$ cat src/rtl/core/scba_pkg.sv
package scba_pkg;

    localparam int NUM_CLASSES_DEF        = 9;
    localparam int MIN_BLOCK_BYTES_DEF    = 8;
    localparam int FIRST_CLASS_BLOCKS_DEF = 4;

    // Free map word width
    localparam int WORD_BITS = 32;
    localparam int BSEL_W    = $clog2(WORD_BITS);

    localparam int FUNC_FW   = 1;
    localparam int BYTES_FW  = 16;
    localparam int CLASS_FW  = 4;
    localparam int SLOT_FW   = 10;
    localparam int STATUS_FW = 3;
    localparam int LEFT_FW   = 11;

    localparam logic [CLASS_FW-1:0] CFG_CLASSES_RESET = 4'd9;

    localparam logic [FUNC_FW-1:0] FUNC_ALLOC = 1'b0;
    localparam logic [FUNC_FW-1:0] FUNC_FREE  = 1'b1;

    typedef logic [STATUS_FW-1:0] status_t;

    localparam status_t ST_ALLOC   = 3'd0;
    localparam status_t ST_FREED   = 3'd1;
    localparam status_t ST_NOFIT   = 3'd2;
    localparam status_t ST_ALREADY = 3'd3;
    localparam status_t ST_BAD     = 3'd4;

    typedef struct packed {
        logic [FUNC_FW-1:0]  func;
        logic [BYTES_FW-1:0] request_bytes;
        logic                handle_present;
        logic [CLASS_FW-1:0] handle_class;
        logic [SLOT_FW-1:0]  handle_slot;
    } req_t;

    typedef struct packed {
        status_t             status;
        logic [CLASS_FW-1:0] granted_class;
        logic [SLOT_FW-1:0]  granted_slot;
        logic [LEFT_FW-1:0]  class_free_left;
    } res_t;

    typedef struct packed {
        logic    clr_step;
        logic    load;
        logic    start_op;
        logic    rd_en;
        logic    advance;
        logic    finish;
        status_t code;
    } cmd_t;

    typedef struct packed {
        logic clr_last;
        logic is_free;
        logic alloc_found;
        logic handle_ok;
        logic word_hit;
        logic bit_free;
    } stat_t;

    // First free-map bit of class k
    function automatic int class_base(int first_blocks, int k);
        return first_blocks * ((1 << k) - 1);
    endfunction

endpackage

$ cat src/rtl/core/size_class_block_allocator.sv
// Size-class block allocator. A request is taken when start is high and busy
// is low; its result appears on result for one cycle with done high and must
// be captured then, since the block cannot be held off. After reset the free
// map is swept to all-free one 32-bit word per cycle with busy high;
// configuration writes are taken meanwhile. Start to next start: a failed
// allocate or a bad or null free takes decode only, a free decode, read and
// check, and an allocate decode, read and one check per 32-bit map word
// scanned in the chosen class, since the single map read port returns one
// word per cycle. done rises the cycle after the request completes.
module size_class_block_allocator
    import scba_pkg::*;
#(
    parameter int NUM_CLASSES        = NUM_CLASSES_DEF,
    parameter int MIN_BLOCK_BYTES    = MIN_BLOCK_BYTES_DEF,
    parameter int FIRST_CLASS_BLOCKS = FIRST_CLASS_BLOCKS_DEF
)
(
    input  logic                clk,
    input  logic                rst_n,
    input  logic                start,
    output logic                busy,
    input  req_t                req,
    input  logic                cfg_we,
    input  logic [CLASS_FW-1:0] cfg_wdata,
    output logic                done,
    output res_t                result
);

    cmd_t  cmd;
    stat_t stat;

    scba_ctrl u_ctrl (
        .clk   (clk),
        .rst_n (rst_n),
        .start (start),
        .busy  (busy),
        .stat  (stat),
        .cmd   (cmd)
    );

    scba_datapath #(
        .NUM_CLASSES        (NUM_CLASSES),
        .MIN_BLOCK_BYTES    (MIN_BLOCK_BYTES),
        .FIRST_CLASS_BLOCKS (FIRST_CLASS_BLOCKS)
    ) u_datapath (
        .clk       (clk),
        .rst_n     (rst_n),
        .req       (req),
        .cfg_we    (cfg_we),
        .cfg_wdata (cfg_wdata),
        .cmd       (cmd),
        .stat      (stat),
        .done      (done),
        .result    (result)
    );

endmodule

$ cat src/rtl/core/scba_ctrl.sv
module scba_ctrl
    import scba_pkg::*;
(
    input  logic  clk,
    input  logic  rst_n,
    input  logic  start,
    output logic  busy,
    input  stat_t stat,
    output cmd_t  cmd
);

    localparam logic [2:0] S_CLEAR  = 3'd0;
    localparam logic [2:0] S_IDLE   = 3'd1;
    localparam logic [2:0] S_DECODE = 3'd2;
    localparam logic [2:0] S_READ   = 3'd3;
    localparam logic [2:0] S_CHECK  = 3'd4;

    logic [2:0] state_reg;
    logic [2:0] state_next;

    always_ff @(posedge clk or negedge rst_n)
    begin
        if (!rst_n)
        begin
            state_reg <= S_CLEAR;
        end
        else
        begin
            state_reg <= state_next;
        end
    end

    always_comb
    begin
        state_next = state_reg;
        cmd        = '0;
        cmd.code   = ST_BAD;
        busy       = 1'b1;
        unique case (state_reg)
            S_CLEAR:
            begin
                cmd.clr_step = 1'b1;
                if (stat.clr_last)
                begin
                    state_next = S_IDLE;
                end
            end
            S_IDLE:
            begin
                busy = 1'b0;
                if (start)
                begin
                    cmd.load   = 1'b1;
                    state_next = S_DECODE;
                end
            end
            S_DECODE:
            begin
                if (!stat.is_free)
                begin
                    if (stat.alloc_found)
                    begin
                        cmd.start_op = 1'b1;
                        state_next   = S_READ;
                    end
                    else
                    begin
                        cmd.finish = 1'b1;
                        cmd.code   = ST_NOFIT;
                        state_next = S_IDLE;
                    end
                end
                else if (stat.handle_ok)
                begin
                    cmd.start_op = 1'b1;
                    state_next   = S_READ;
                end
                else
                begin
                    cmd.finish = 1'b1;
                    cmd.code   = ST_BAD;
                    state_next = S_IDLE;
                end
            end
            S_READ:
            begin
                cmd.rd_en  = 1'b1;
                state_next = S_CHECK;
            end
            S_CHECK:
            begin
                if (!stat.is_free)
                begin
                    if (stat.word_hit)
                    begin
                        cmd.finish = 1'b1;
                        cmd.code   = ST_ALLOC;
                        state_next = S_IDLE;
                    end
                    else
                    begin
                        // try the next map word of this class
                        cmd.advance = 1'b1;
                    end
                end
                else
                begin
                    cmd.finish = 1'b1;
                    cmd.code   = stat.bit_free ? ST_ALREADY : ST_FREED;
                    state_next = S_IDLE;
                end
            end
            default:
            begin
                state_next = S_CLEAR;
            end
        endcase
    end

endmodule

$ cat src/rtl/core/scba_datapath.sv
module scba_datapath
    import scba_pkg::*;
#(
    parameter int NUM_CLASSES        = NUM_CLASSES_DEF,
    parameter int MIN_BLOCK_BYTES    = MIN_BLOCK_BYTES_DEF,
    parameter int FIRST_CLASS_BLOCKS = FIRST_CLASS_BLOCKS_DEF
)
(
    input  logic                clk,
    input  logic                rst_n,
    input  req_t                req,
    input  logic                cfg_we,
    input  logic [CLASS_FW-1:0] cfg_wdata,
    input  cmd_t                cmd,
    output stat_t               stat,
    output logic                done,
    output res_t                result
);

    localparam int TOTAL_BITS = FIRST_CLASS_BLOCKS * ((1 << NUM_CLASSES) - 1);
    localparam int WORDS      = (TOTAL_BITS + WORD_BITS - 1) / WORD_BITS;
    localparam int ADDR_W     = (WORDS > 1) ? $clog2(WORDS) : 1;
    localparam int IDX_W      = ADDR_W + BSEL_W;
    localparam int CLS_W      = (NUM_CLASSES > 1) ? $clog2(NUM_CLASSES) : 1;
    localparam int MAX_BLOCKS = FIRST_CLASS_BLOCKS << (NUM_CLASSES - 1);
    localparam int CNT_W      = $clog2(MAX_BLOCKS + 1);

    localparam logic [BSEL_W-1:0] BSEL_MAX = BSEL_W'(WORD_BITS - 1);
    localparam logic [WORD_BITS-1:0] ONES  = {WORD_BITS{1'b1}};

    logic [WORD_BITS-1:0] mem [WORDS];
    logic [WORD_BITS-1:0] rd_data_reg;

    req_t                 req_reg;
    logic [CLASS_FW-1:0]  cfg_reg;
    logic [CNT_W-1:0]     cnt_reg [NUM_CLASSES];
    logic [ADDR_W-1:0]    clr_addr_reg;
    logic [CLS_W-1:0]     cls_reg;
    logic [ADDR_W-1:0]    ptr_reg;
    logic [BSEL_W-1:0]    bitsel_reg;
    logic [IDX_W-1:0]     first_bit_reg;
    logic [IDX_W-1:0]     last_bit_reg;
    logic                 done_reg;
    res_t                 res_reg;

    logic                 alloc_found;
    logic [CLS_W-1:0]     alloc_cls;
    logic                 handle_ok;
    logic [CLS_W-1:0]     sel_cls;
    logic [IDX_W-1:0]     sel_base;
    logic [IDX_W-1:0]     sel_blocks;
    logic [IDX_W-1:0]     free_idx;

    logic [WORD_BITS-1:0] scan_mask;
    logic [WORD_BITS-1:0] scan_bits;
    logic [BSEL_W-1:0]    hit_pos;
    logic [IDX_W-1:0]     alloc_slot;
    logic [CNT_W-1:0]     cnt_sel;

    logic                 wr_en;
    logic [ADDR_W-1:0]    wr_addr;
    logic [WORD_BITS-1:0] wr_data;
    logic [ADDR_W-1:0]    rd_addr;
    res_t                 res_next;

    // Class pick for an allocate: lowest class that fits and has a free block
    always_comb
    begin
        alloc_found = 1'b0;
        alloc_cls   = '0;
        for (int k = NUM_CLASSES - 1; k >= 0; k--)
        begin
            if ((CLASS_FW'(k) < cfg_reg) &&
                (int'(req_reg.request_bytes) <= (MIN_BLOCK_BYTES << k)) &&
                (cnt_reg[k] != '0))
            begin
                alloc_found = 1'b1;
                alloc_cls   = CLS_W'(k);
            end
        end
    end

    always_comb
    begin
        handle_ok = 1'b0;
        if (req_reg.handle_present &&
            (int'(req_reg.handle_class) < NUM_CLASSES))
        begin
            handle_ok = int'(req_reg.handle_slot) <
                        (FIRST_CLASS_BLOCKS << req_reg.handle_class);
        end
    end

    assign sel_cls    = (req_reg.func == FUNC_FREE) ? req_reg.handle_class[CLS_W-1:0]
                                                    : alloc_cls;
    assign sel_base   = IDX_W'(class_base(FIRST_CLASS_BLOCKS, int'(sel_cls)));
    assign sel_blocks = IDX_W'(FIRST_CLASS_BLOCKS << sel_cls);
    assign free_idx   = sel_base + IDX_W'(req_reg.handle_slot);

    // Restrict the scanned word to the bits of the chosen class
    always_comb
    begin
        scan_mask = ONES;
        if (ptr_reg == first_bit_reg[IDX_W-1:BSEL_W])
        begin
            scan_mask = scan_mask & (ONES << first_bit_reg[BSEL_W-1:0]);
        end
        if (ptr_reg == last_bit_reg[IDX_W-1:BSEL_W])
        begin
            scan_mask = scan_mask & (ONES >> (BSEL_MAX - last_bit_reg[BSEL_W-1:0]));
        end
        scan_bits = rd_data_reg & scan_mask;
        hit_pos   = '0;
        for (int i = WORD_BITS - 1; i >= 0; i--)
        begin
            if (scan_bits[i])
            begin
                hit_pos = BSEL_W'(i);
            end
        end
    end

    assign alloc_slot = {ptr_reg, hit_pos} - first_bit_reg;
    assign cnt_sel    = cnt_reg[cls_reg];

    assign stat.clr_last    = (clr_addr_reg == ADDR_W'(WORDS - 1));
    assign stat.is_free     = (req_reg.func == FUNC_FREE);
    assign stat.alloc_found = alloc_found;
    assign stat.handle_ok   = handle_ok;
    assign stat.word_hit    = |scan_bits;
    assign stat.bit_free    = rd_data_reg[bitsel_reg];

    always_comb
    begin
        wr_en   = 1'b0;
        wr_addr = ptr_reg;
        wr_data = rd_data_reg;
        if (cmd.clr_step)
        begin
            wr_en   = 1'b1;
            wr_addr = clr_addr_reg;
            wr_data = ONES;
        end
        else if (cmd.finish && (cmd.code == ST_ALLOC))
        begin
            wr_en   = 1'b1;
            wr_data = rd_data_reg & ~(WORD_BITS'(1) << hit_pos);
        end
        else if (cmd.finish && (cmd.code == ST_FREED))
        begin
            wr_en   = 1'b1;
            wr_data = rd_data_reg | (WORD_BITS'(1) << bitsel_reg);
        end
    end

    assign rd_addr = cmd.advance ? (ptr_reg + ADDR_W'(1)) : ptr_reg;

    always_ff @(posedge clk)
    begin
        if (wr_en)
        begin
            mem[wr_addr] <= wr_data;
        end
        if (cmd.rd_en || cmd.advance)
        begin
            rd_data_reg <= mem[rd_addr];
        end
    end

    always_comb
    begin
        res_next = '0;
        res_next.status = cmd.code;
        case (cmd.code)
            ST_ALLOC:
            begin
                res_next.granted_class   = CLASS_FW'(cls_reg);
                res_next.granted_slot    = SLOT_FW'(alloc_slot);
                res_next.class_free_left = LEFT_FW'(cnt_sel - CNT_W'(1));
            end
            ST_FREED:
            begin
                res_next.granted_class   = req_reg.handle_class;
                res_next.granted_slot    = req_reg.handle_slot;
                res_next.class_free_left = LEFT_FW'(cnt_sel + CNT_W'(1));
            end
            ST_ALREADY:
            begin
                res_next.granted_class   = req_reg.handle_class;
                res_next.granted_slot    = req_reg.handle_slot;
                res_next.class_free_left = LEFT_FW'(cnt_sel);
            end
            default:
            begin
                res_next.status = cmd.code;
            end
        endcase
    end

    always_ff @(posedge clk)
    begin
        if (cmd.load)
        begin
            req_reg <= req;
        end
        if (cmd.start_op)
        begin
            cls_reg       <= sel_cls;
            first_bit_reg <= sel_base;
            last_bit_reg  <= sel_base + sel_blocks - IDX_W'(1);
            bitsel_reg    <= free_idx[BSEL_W-1:0];
            ptr_reg       <= stat.is_free ? free_idx[IDX_W-1:BSEL_W]
                                          : sel_base[IDX_W-1:BSEL_W];
        end
        else if (cmd.advance)
        begin
            ptr_reg <= ptr_reg + ADDR_W'(1);
        end
        if (cmd.finish)
        begin
            res_reg <= res_next;
        end
    end

    always_ff @(posedge clk or negedge rst_n)
    begin
        if (!rst_n)
        begin
            cfg_reg      <= CFG_CLASSES_RESET;
            clr_addr_reg <= '0;
            done_reg     <= 1'b0;
            for (int k = 0; k < NUM_CLASSES; k++)
            begin
                cnt_reg[k] <= CNT_W'(FIRST_CLASS_BLOCKS << k);
            end
        end
        else
        begin
            done_reg <= cmd.finish;
            if (cfg_we)
            begin
                cfg_reg <= cfg_wdata;
            end
            if (cmd.clr_step)
            begin
                clr_addr_reg <= clr_addr_reg + ADDR_W'(1);
            end
            if (cmd.finish && (cmd.code == ST_ALLOC))
            begin
                cnt_reg[cls_reg] <= cnt_sel - CNT_W'(1);
            end
            else if (cmd.finish && (cmd.code == ST_FREED))
            begin
                cnt_reg[cls_reg] <= cnt_sel + CNT_W'(1);
            end
        end
    end

    assign done   = done_reg;
    assign result = res_reg;

endmodule

$ cat config.mk
export PLATFORM = sky130hd
export DESIGN_NAME = size_class_block_allocator
export DESIGN_NICKNAME = d
export VERILOG_FILES = /design/src/rtl/core/scba_pkg.sv /design/src/rtl/core/size_class_block_allocator.sv /design/src/rtl/core/scba_ctrl.sv /design/src/rtl/core/scba_datapath.sv
export SDC_FILE = /design/constraint.sdc
export NUM_CORES = 2
export LEC_CHECK = 0
export BUFFER_PORTS_ARGS = -buffer_cell sky130_fd_sc_hd__buf_2
export CORE_ASPECT_RATIO = 0.9
export CORE_MARGIN = 2
export CORE_UTILIZATION = 58
export CTS_CLUSTER_SIZE = 30
export DETAILED_ROUTE_END_ITERATION = 7
export PLACE_DENSITY = 0.73
export SYNTH_ARGS = -nofsm -noshare
export SYNTH_HDL_FRONTEND = slang
export SYNTH_SLANG_ARGS = --single-unit
export TNS_END_PERCENT = 30
$ cat constraint.sdc
create_clock -name clk -period 6.3 [get_ports clk]
set_input_delay 0.945 -clock clk [delete_from_list [all_inputs] [get_ports clk]]
set_output_delay 0.945 -clock clk [all_outputs]
set_load 0.05 [all_outputs]
After elaboration in Yosys (flattened, before gate mapping)
Memory sizes are Yosys's and may differ from the RTL's. A register that Yosys moved wholly into a read port is not among the register bits.
Cells that the tools add are included.
{"block": "word_totals", "register_bits": 208, "mem_bits_rw": 2048, "input_bits": 40, "output_inout_bits": 30, "wordCells": 228, "mem_count": 1}
{"block": "op_classes", "addsub": 10, "n_lt_le_gt_ge": 23, "eq_ne": 12, "shift": 7, "mux": 105, "bitwise_logic": 6, "n_reduce_logical": 37}
{"name": "u_datapath.mem", "depth": 64, "width": 32, "read_ports": 1, "rd_clocked_by_memory_dff": 1, "wr": 1, "line_no": "scba_datapath.sv:31", "text": "logic [WORD_BITS-1:0] mem [WORDS];"}
{"operator": "bitwise mux 99 bit", "n": 2}
{"operator": "two-way mux 99 bit", "n": 2}
{"operator": "two-way mux 32 bit", "n": 5}
{"operator": "two-way mux 5 bit", "n": 32}
{"operator": "nonzero test 11 bit", "n": 9}
{"operator": "bitwise AND 32 bit", "n": 3}
{"operator": "case mux 25 bit (3 select lines)", "n": 1}
{"operator": "left shift 1 x 5 -> 32 bit (first input constant)", "n": 2}
{"operator": "two-way mux 4 bit", "n": 15}
{"operator": "binary-select mux 11 bit (select 4 bit)", "n": 1}
{"operator": "demux 11 bit (select 4 bit)", "n": 1}
{"operator": "two-way mux 11 bit", "n": 3}
{"operator": "< comparator 11 x 32 -> 1 bit", "n": 1}
{"operator": "NOT 32 bit", "n": 1}
{"operator": "OR 32 bit", "n": 1}
{"operator": "OR reduction 32 bit", "n": 1}
{"operator": "left shift 3 x 4 -> 32 bit (first input constant)", "n": 1}
{"operator": "left shift 32 x 5 -> 32 bit (first input constant)", "n": 1}
{"operator": "right shift 32 x 5 -> 32 bit (first input constant)", "n": 1}
{"operator": "two-way mux 1 bit", "n": 28}
{"operator": "two-way mux 6 bit", "n": 4}
{"operator": "logical AND 1 bit", "n": 22}
{"operator": "subtractor 11 x 1 -> 11 bit (second input constant)", "n": 2}
{"operator": "less-or-equal comparator 16 x 10 -> 1 bit (second input constant)", "n": 1}
{"operator": "42 further kinds", "n": 60}

Longest topological paths before layout
{"block": "depth", "ltp_word": 42, "mapped_depth": 26, "ltp_nobuf": 25}

By module
From an unflattened synthesis, not the netlist that was laid out.
{"block": "hier_totals", "hier_cells": 7531, "hier_area_um2": 94887.3}
{"module": "scba_datapath", "n_inst": 1, "cells_each": 7501, "area_each_um2": 94654.5, "seq_area_each_um2": 67928.9}
{"module": "scba_ctrl", "n_inst": 1, "cells_each": 30, "area_each_um2": 232.7, "seq_area_each_um2": 75.1}

Worst setup path after synthesis
No wires, ideal clock.
{"block": "synth_timing", "path_type": "flip-flop to flip-flop", "from": "register u_datapath.bitsel_reg[0]", "to": "memory u_datapath.mem[0][0], data pin", "arrival_ps": 5320, "setup_slack_ps": 278, "stages_incl_launch_ff": 10, "synth_period_minus_slack_ps": 6022, "path_cell_list": "edfxtp_1 clkbuf_1 clkbuf_1 mux4_2 mux4_2 mux2i_1 o21ai_2 nor3_2 a31oi_1 o21ai_0"}
{"block": "synth_via", "elab_chain_cells": 10}
{"element": "from (decl)", "line_no": "scba_datapath.sv:40", "text": "logic [BSEL_W-1:0] bitsel_reg;"}
{"element": "from (signal assigned)", "line_no": "scba_datapath.sv:211", "text": "bitsel_reg <= free_idx[BSEL_W-1:0];"}
{"element": "binary-select mux 1 bit (select 5 bit)", "line_no": "scba_datapath.sv:131", "text": "assign stat.bit_free = rd_data_reg[bitsel_reg];"}
{"element": "two-way mux 1 bit (not written as such)", "line_no": "scba_datapath.sv:131"}
{"element": "two-way mux 2 bit", "line_no": "scba_ctrl.sv:109", "text": "cmd.code = stat.bit_free ? ST_ALREADY : ST_FREED;"}
{"element": "two-way mux 4 bit", "line_no": "scba_ctrl.sv:92", "text": "if (!stat.is_free)"}
{"element": "case mux 4 bit (2 select lines)", "line_no": "scba_ctrl.sv:39", "text": "unique case (state_reg)"}
{"element": "== test 3 x 1 -> 1 bit", "line_no": "scba_datapath.sv:149", "text": "else if (cmd.finish && (cmd.code == ST_FREED))"}
{"element": "logical AND 1 bit", "line_no": "scba_datapath.sv:149"}
{"element": "two-way mux 32 bit", "line_no": "scba_datapath.sv:149"}
{"element": "two-way mux 32 bit (*)", "line_no": "scba_datapath.sv:144", "text": "else if (cmd.finish && (cmd.code == ST_ALLOC))"}
{"element": "two-way mux 32 bit (*)", "line_no": "scba_datapath.sv:138", "text": "if (cmd.clr_step)"}
{"element": "named net u_datapath.wr_data[0]", "line_no": "scba_datapath.sv:62", "text": "logic [WORD_BITS-1:0] wr_data;"}
{"element": "to (decl)", "line_no": "scba_datapath.sv:31"}
Mark *: on every way through the listed nets, which the timed path passes. The rest lies on a longest branch. The select of a mux whose other input is x is not followed.

Worst setup path in the final report
{"block": "layout_timing", "from": "register u_datapath.ptr_reg[3]", "to": "register u_datapath.rd_data_reg[24], read port of u_datapath.mem, data pin"}
{"block": "layout_via", "elab_chain_cells": 10}
{"element": "from (decl)", "line_no": "scba_datapath.sv:39", "text": "logic [ADDR_W-1:0] ptr_reg;"}
{"element": "from (signal assigned)", "line_no": "scba_datapath.sv:212", "text": "ptr_reg <= stat.is_free ? free_idx[IDX_W-1:BSEL_W]"}
{"element": "from (signal assigned)", "line_no": "scba_datapath.sv:217", "text": "ptr_reg <= ptr_reg + ADDR_W'(1);"}
{"element": "== test 6 bit", "line_no": "scba_datapath.sv:104", "text": "if (ptr_reg == first_bit_reg[IDX_W-1:BSEL_W])"}
{"element": "two-way mux 32 bit", "line_no": "scba_datapath.sv:104"}
{"element": "bitwise AND 32 bit", "line_no": "scba_datapath.sv:110", "text": "scan_mask = scan_mask & (ONES >> (BSEL_MAX - last_bit_reg[BSEL_W-1:0]));"}
{"element": "two-way mux 32 bit", "line_no": "scba_datapath.sv:108", "text": "if (ptr_reg == last_bit_reg[IDX_W-1:BSEL_W])"}
{"element": "bitwise AND 32 bit", "line_no": "scba_datapath.sv:112", "text": "scan_bits = rd_data_reg & scan_mask;"}
{"element": "OR reduction 32 bit", "line_no": "scba_datapath.sv:130", "text": "assign stat.word_hit = |scan_bits;"}
{"element": "two-way mux 1 bit", "line_no": "scba_ctrl.sv:94", "text": "if (stat.word_hit)"}
{"element": "two-way mux 1 bit", "line_no": "scba_ctrl.sv:92"}
{"element": "two-way mux 1 bit", "line_no": "scba_ctrl.sv:39"}
{"element": "two-way mux 6 bit or logical OR 1 bit (tied branches)", "line_no": "scba_datapath.sv:156, scba_datapath.sv:164"}
{"element": "to (decl)", "line_no": "scba_datapath.sv:32", "text": "logic [WORD_BITS-1:0] rd_data_reg;"}
Parallel ways exist; a longest one is shown, timed or not.
A chain may end at the register's enable or synchronous reset.

==> summary.txt <==
Status -> complete, no violations
Core Region -> 0.191 mm²
Die Area -> 0.196 mm²
Final setup violation count -> 0
Worst setup SP type -> flop
Layout area overhead -> 11.7%
Syn Std Cell Area -> 0.112 mm²
Top-count cell post-synth -> edfxtp_1
Synth top cells by count -> 2166 x edfxtp_1, 1949 x mux2i_1, 512 x mux4_2
Clk pwr share -> 0.229
Total GRT Usage -> 0.311
Worst Path Max Fanout -> 28
Vert. Die Dim -> 420 µm
Slew margin rel. -> 0.157
R2r setup slk -> 320 ps
Fin crit share -> 0.949
Routed WL -> 306000 µm
Yosys warns -> 0
Clk sink count -> 2285
Port buffer count -> 69
Vias per cell -> 6.86
Clk_lat worst skew -> 890 ps
Pleak -> 43.5 nW
Mapped Nets -> 7057
Filler instances -> 13084
CTS tree -> done
Yosys cell types -> 99
Worst r2r path cells -> 13
Switching share of power -> 0.362
Worst EP arrival -> 6600 ps
Vias -> 67558
Cts hold-fix bufs -> 0
Overflow after GRT -> 0
Syn Area/Cell -> 16.0 µm²
Peak supply drop -> 0.642 mV
Syn Inst Count -> 6973
Initial antenna violation count -> 12
Gate power share -> 0.424
Post-DP HPWL -> 182000 µm
# DRC -> 0
Internal Dissipation -> 36.9 mW
Top post-synthesis cells by area -> edfxtp_1 58%, mux2i_1 17%, mux4_2 10%, dfrtp_1 2.3%, clkbuf_1 1.3%
Asr flop ratio synth -> 0.0495
Sw Pwr -> 21.0 mW
Total CTS buffers -> 224
Top cell type's share of synthesized area -> 0.583
Cell row count -> 152
# nets final -> 7201
Fin. max-slew vios -> 0
Worst Clk Skew -> 59.9 ps
Vias in the first global route -> 67037
Detail Route Antenna Nets -> 0
Worst Setup End Kind -> flop
Worst-Margin Slew -> 1260 ps
IO Count -> 70
Critical Path RT -> 6920 ps
WL per Instance -> 31.1 µm
Reg-to-reg critical path endpoint -> u_datapath.rd_data_reg[24]$_DFFE_PP_
Main synth FF type -> edfxtp_1
Pre-Repair DR Iteration Count -> 6
Number of setup buffers added after CTS -> 0
Cell taking the most area after synthesis -> edfxtp_1
First-pass GRT wire length -> 446000 µm
Share of layout cells above drive strength 1 -> 0.193
Gpl congestion -> 0.945
Hold Path Class -> in2async
Setup TNS -> 0 ps
Post-synth EDFFs -> 2166
Setup WS post-layout -> 324 ps
Pre-CTS setup slack -> 515 ps
R2r startpoint -> u_datapath.ptr_reg[3]$_DFF_P_
Seq cells post-synth -> 2285
Initial DRC count -> 7960
Fmax -> 167 MHz
CP Class -> reg2reg
H-Tree Depth -> 4
Max FFs per register -> 2048
Initial Util -> 0.584
Final Hold Vio Count -> 0
Clock period minus worst slack -> 5980 ps
RSZ-0062 raised after global routing -> no
Sequential power share -> 0.346
Die Width -> 466 µm
Largest net degree at the start of global routing -> 138
Power Dens Cells -> 465 mW/mm²
Post-cts sizing count -> 0
Longest Clk Path Bufs -> 3
Worst-path clk slew -> 70 ps
Max_cap viols -> 0
Register area share after synthesis -> 0.610
Root Driver -> clkbuf_16
==> critical path, cell delays in order, from the launching register on <==
cell      delay (ps)
dfxtp_1          810
ha_1             310
nand4_2          240
or4_4            670
o41a_4           170
a31o_4           260
nor3_1           420
a21oi_1          390
o22ai_4          420
buf_4            570
o22ai_1          230
nor4_1           840
buf_4            270
nand3b_1          80
==> per-stage QoR <==
step / std cells / utilization / hold slack, ps / cell area [µm²] / total power, mW
after floorplan: 6973 / - / 426 / 112000 / 36.9
after global placement: 9432 / 0.614 / 436 / 117000 / 44.0
after detailed placement: 9432 / 0.614 / 462 / 117000 / 44.6
after CTS: 9846 / 0.652 / 62.1 / 125000 / 57.8
after global routing: 9848 / 0.652 / 93.6 / 125000 / 59.8
final: 9850 / 0.652 / 88.4 / 125000 / 57.9
==> cells by family after synthesis <==
family / share of synthesized area
muxes: 0.280
DFF: 0.610
and+or+nand+nor: 0.0382
AOI/OAI and AO/OA: 0.0432
buffers and inverters: 0.0187
xor gates and xnor gates: 0.00448
adders and majority gates: 0.00532
==> layout make-up <==
cell class,count,area [µm²],share of cell area
antenna,4,10.0,0.0000804
multi-input combinational,4162,42500,0.341
timing repair buffer,386,3380,0.0271
tap,2541,3180,0.0255
sequential,2285,68000,0.546
inverter,58,225,0.00181
clock inverter,139,1400,0.0112
clock buffer,275,5830,0.0468
==> placed cells by master, fill, tap and decap left out, types with 63 or more instances in the layout <==
cell	n
o22ai_1	180
mux4_2	512
nor3_1	89
a21oi_1	78
nand2_1	214
edfxtp_1	2166
o21ai_0	139
mux2i_1	1949
nor4_1	84
buf_4	266
o221ai_1	87
buf_2	68
clkbuf_16	224
dfrtp_1	102
nor2_4	63
nor2_1	157
==> worst max path at each step <==
stage                                           endpoint                                from  depth (start not counted)  slack, ps
finish              u_datapath.rd_data_reg[24]$_DFFE_PP_       u_datapath.ptr_reg[3]$_DFF_P_                         13        320
global route        u_datapath.rd_data_reg[24]$_DFFE_PP_       u_datapath.ptr_reg[3]$_DFF_P_                         13        230
CTS                 u_datapath.rd_data_reg[24]$_DFFE_PP_       u_datapath.ptr_reg[3]$_DFF_P_                         13        490
detailed placement  u_datapath.rd_data_reg[24]$_DFFE_PP_       u_datapath.ptr_reg[3]$_DFF_P_                         13        520
global placement    u_datapath.rd_data_reg[24]$_DFFE_PP_       u_datapath.ptr_reg[3]$_DFF_P_                         13        720
floorplan                 u_datapath.mem[0][0]$_DFFE_PP_  u_datapath.bitsel_reg[0]$_DFFE_PP_                          9        280
==> per-layer routing <==
metal | global-route usage | wire [µm] | vias to the layer above
li1 | - | - | 28635
met1 | 0.432 | 123000 | 35150
met2 | 0.490 | 143000 | 3185
met3 | 0.0566 | 26200 | 582
met4 | 0.126 | 13500 | 6
met5 | 0 | 33 | -
==> power groups by stage <==
stage / Combinational [mW] / Sequential, mW / Clock (mW)
6_report: 24.6 / 20.1 / 13.3
5_1_grt: 25.6 / 20.1 / 14.0
4_1_cts: 24.3 / 20.0 / 13.4
3_5_place_dp: 24.3 / 20.3 / 0
3_3_place_gp: 23.7 / 20.3 / 0
2_1_floorplan: 16.5 / 20.4 / 0
Power figures use the tool's default switching activity.
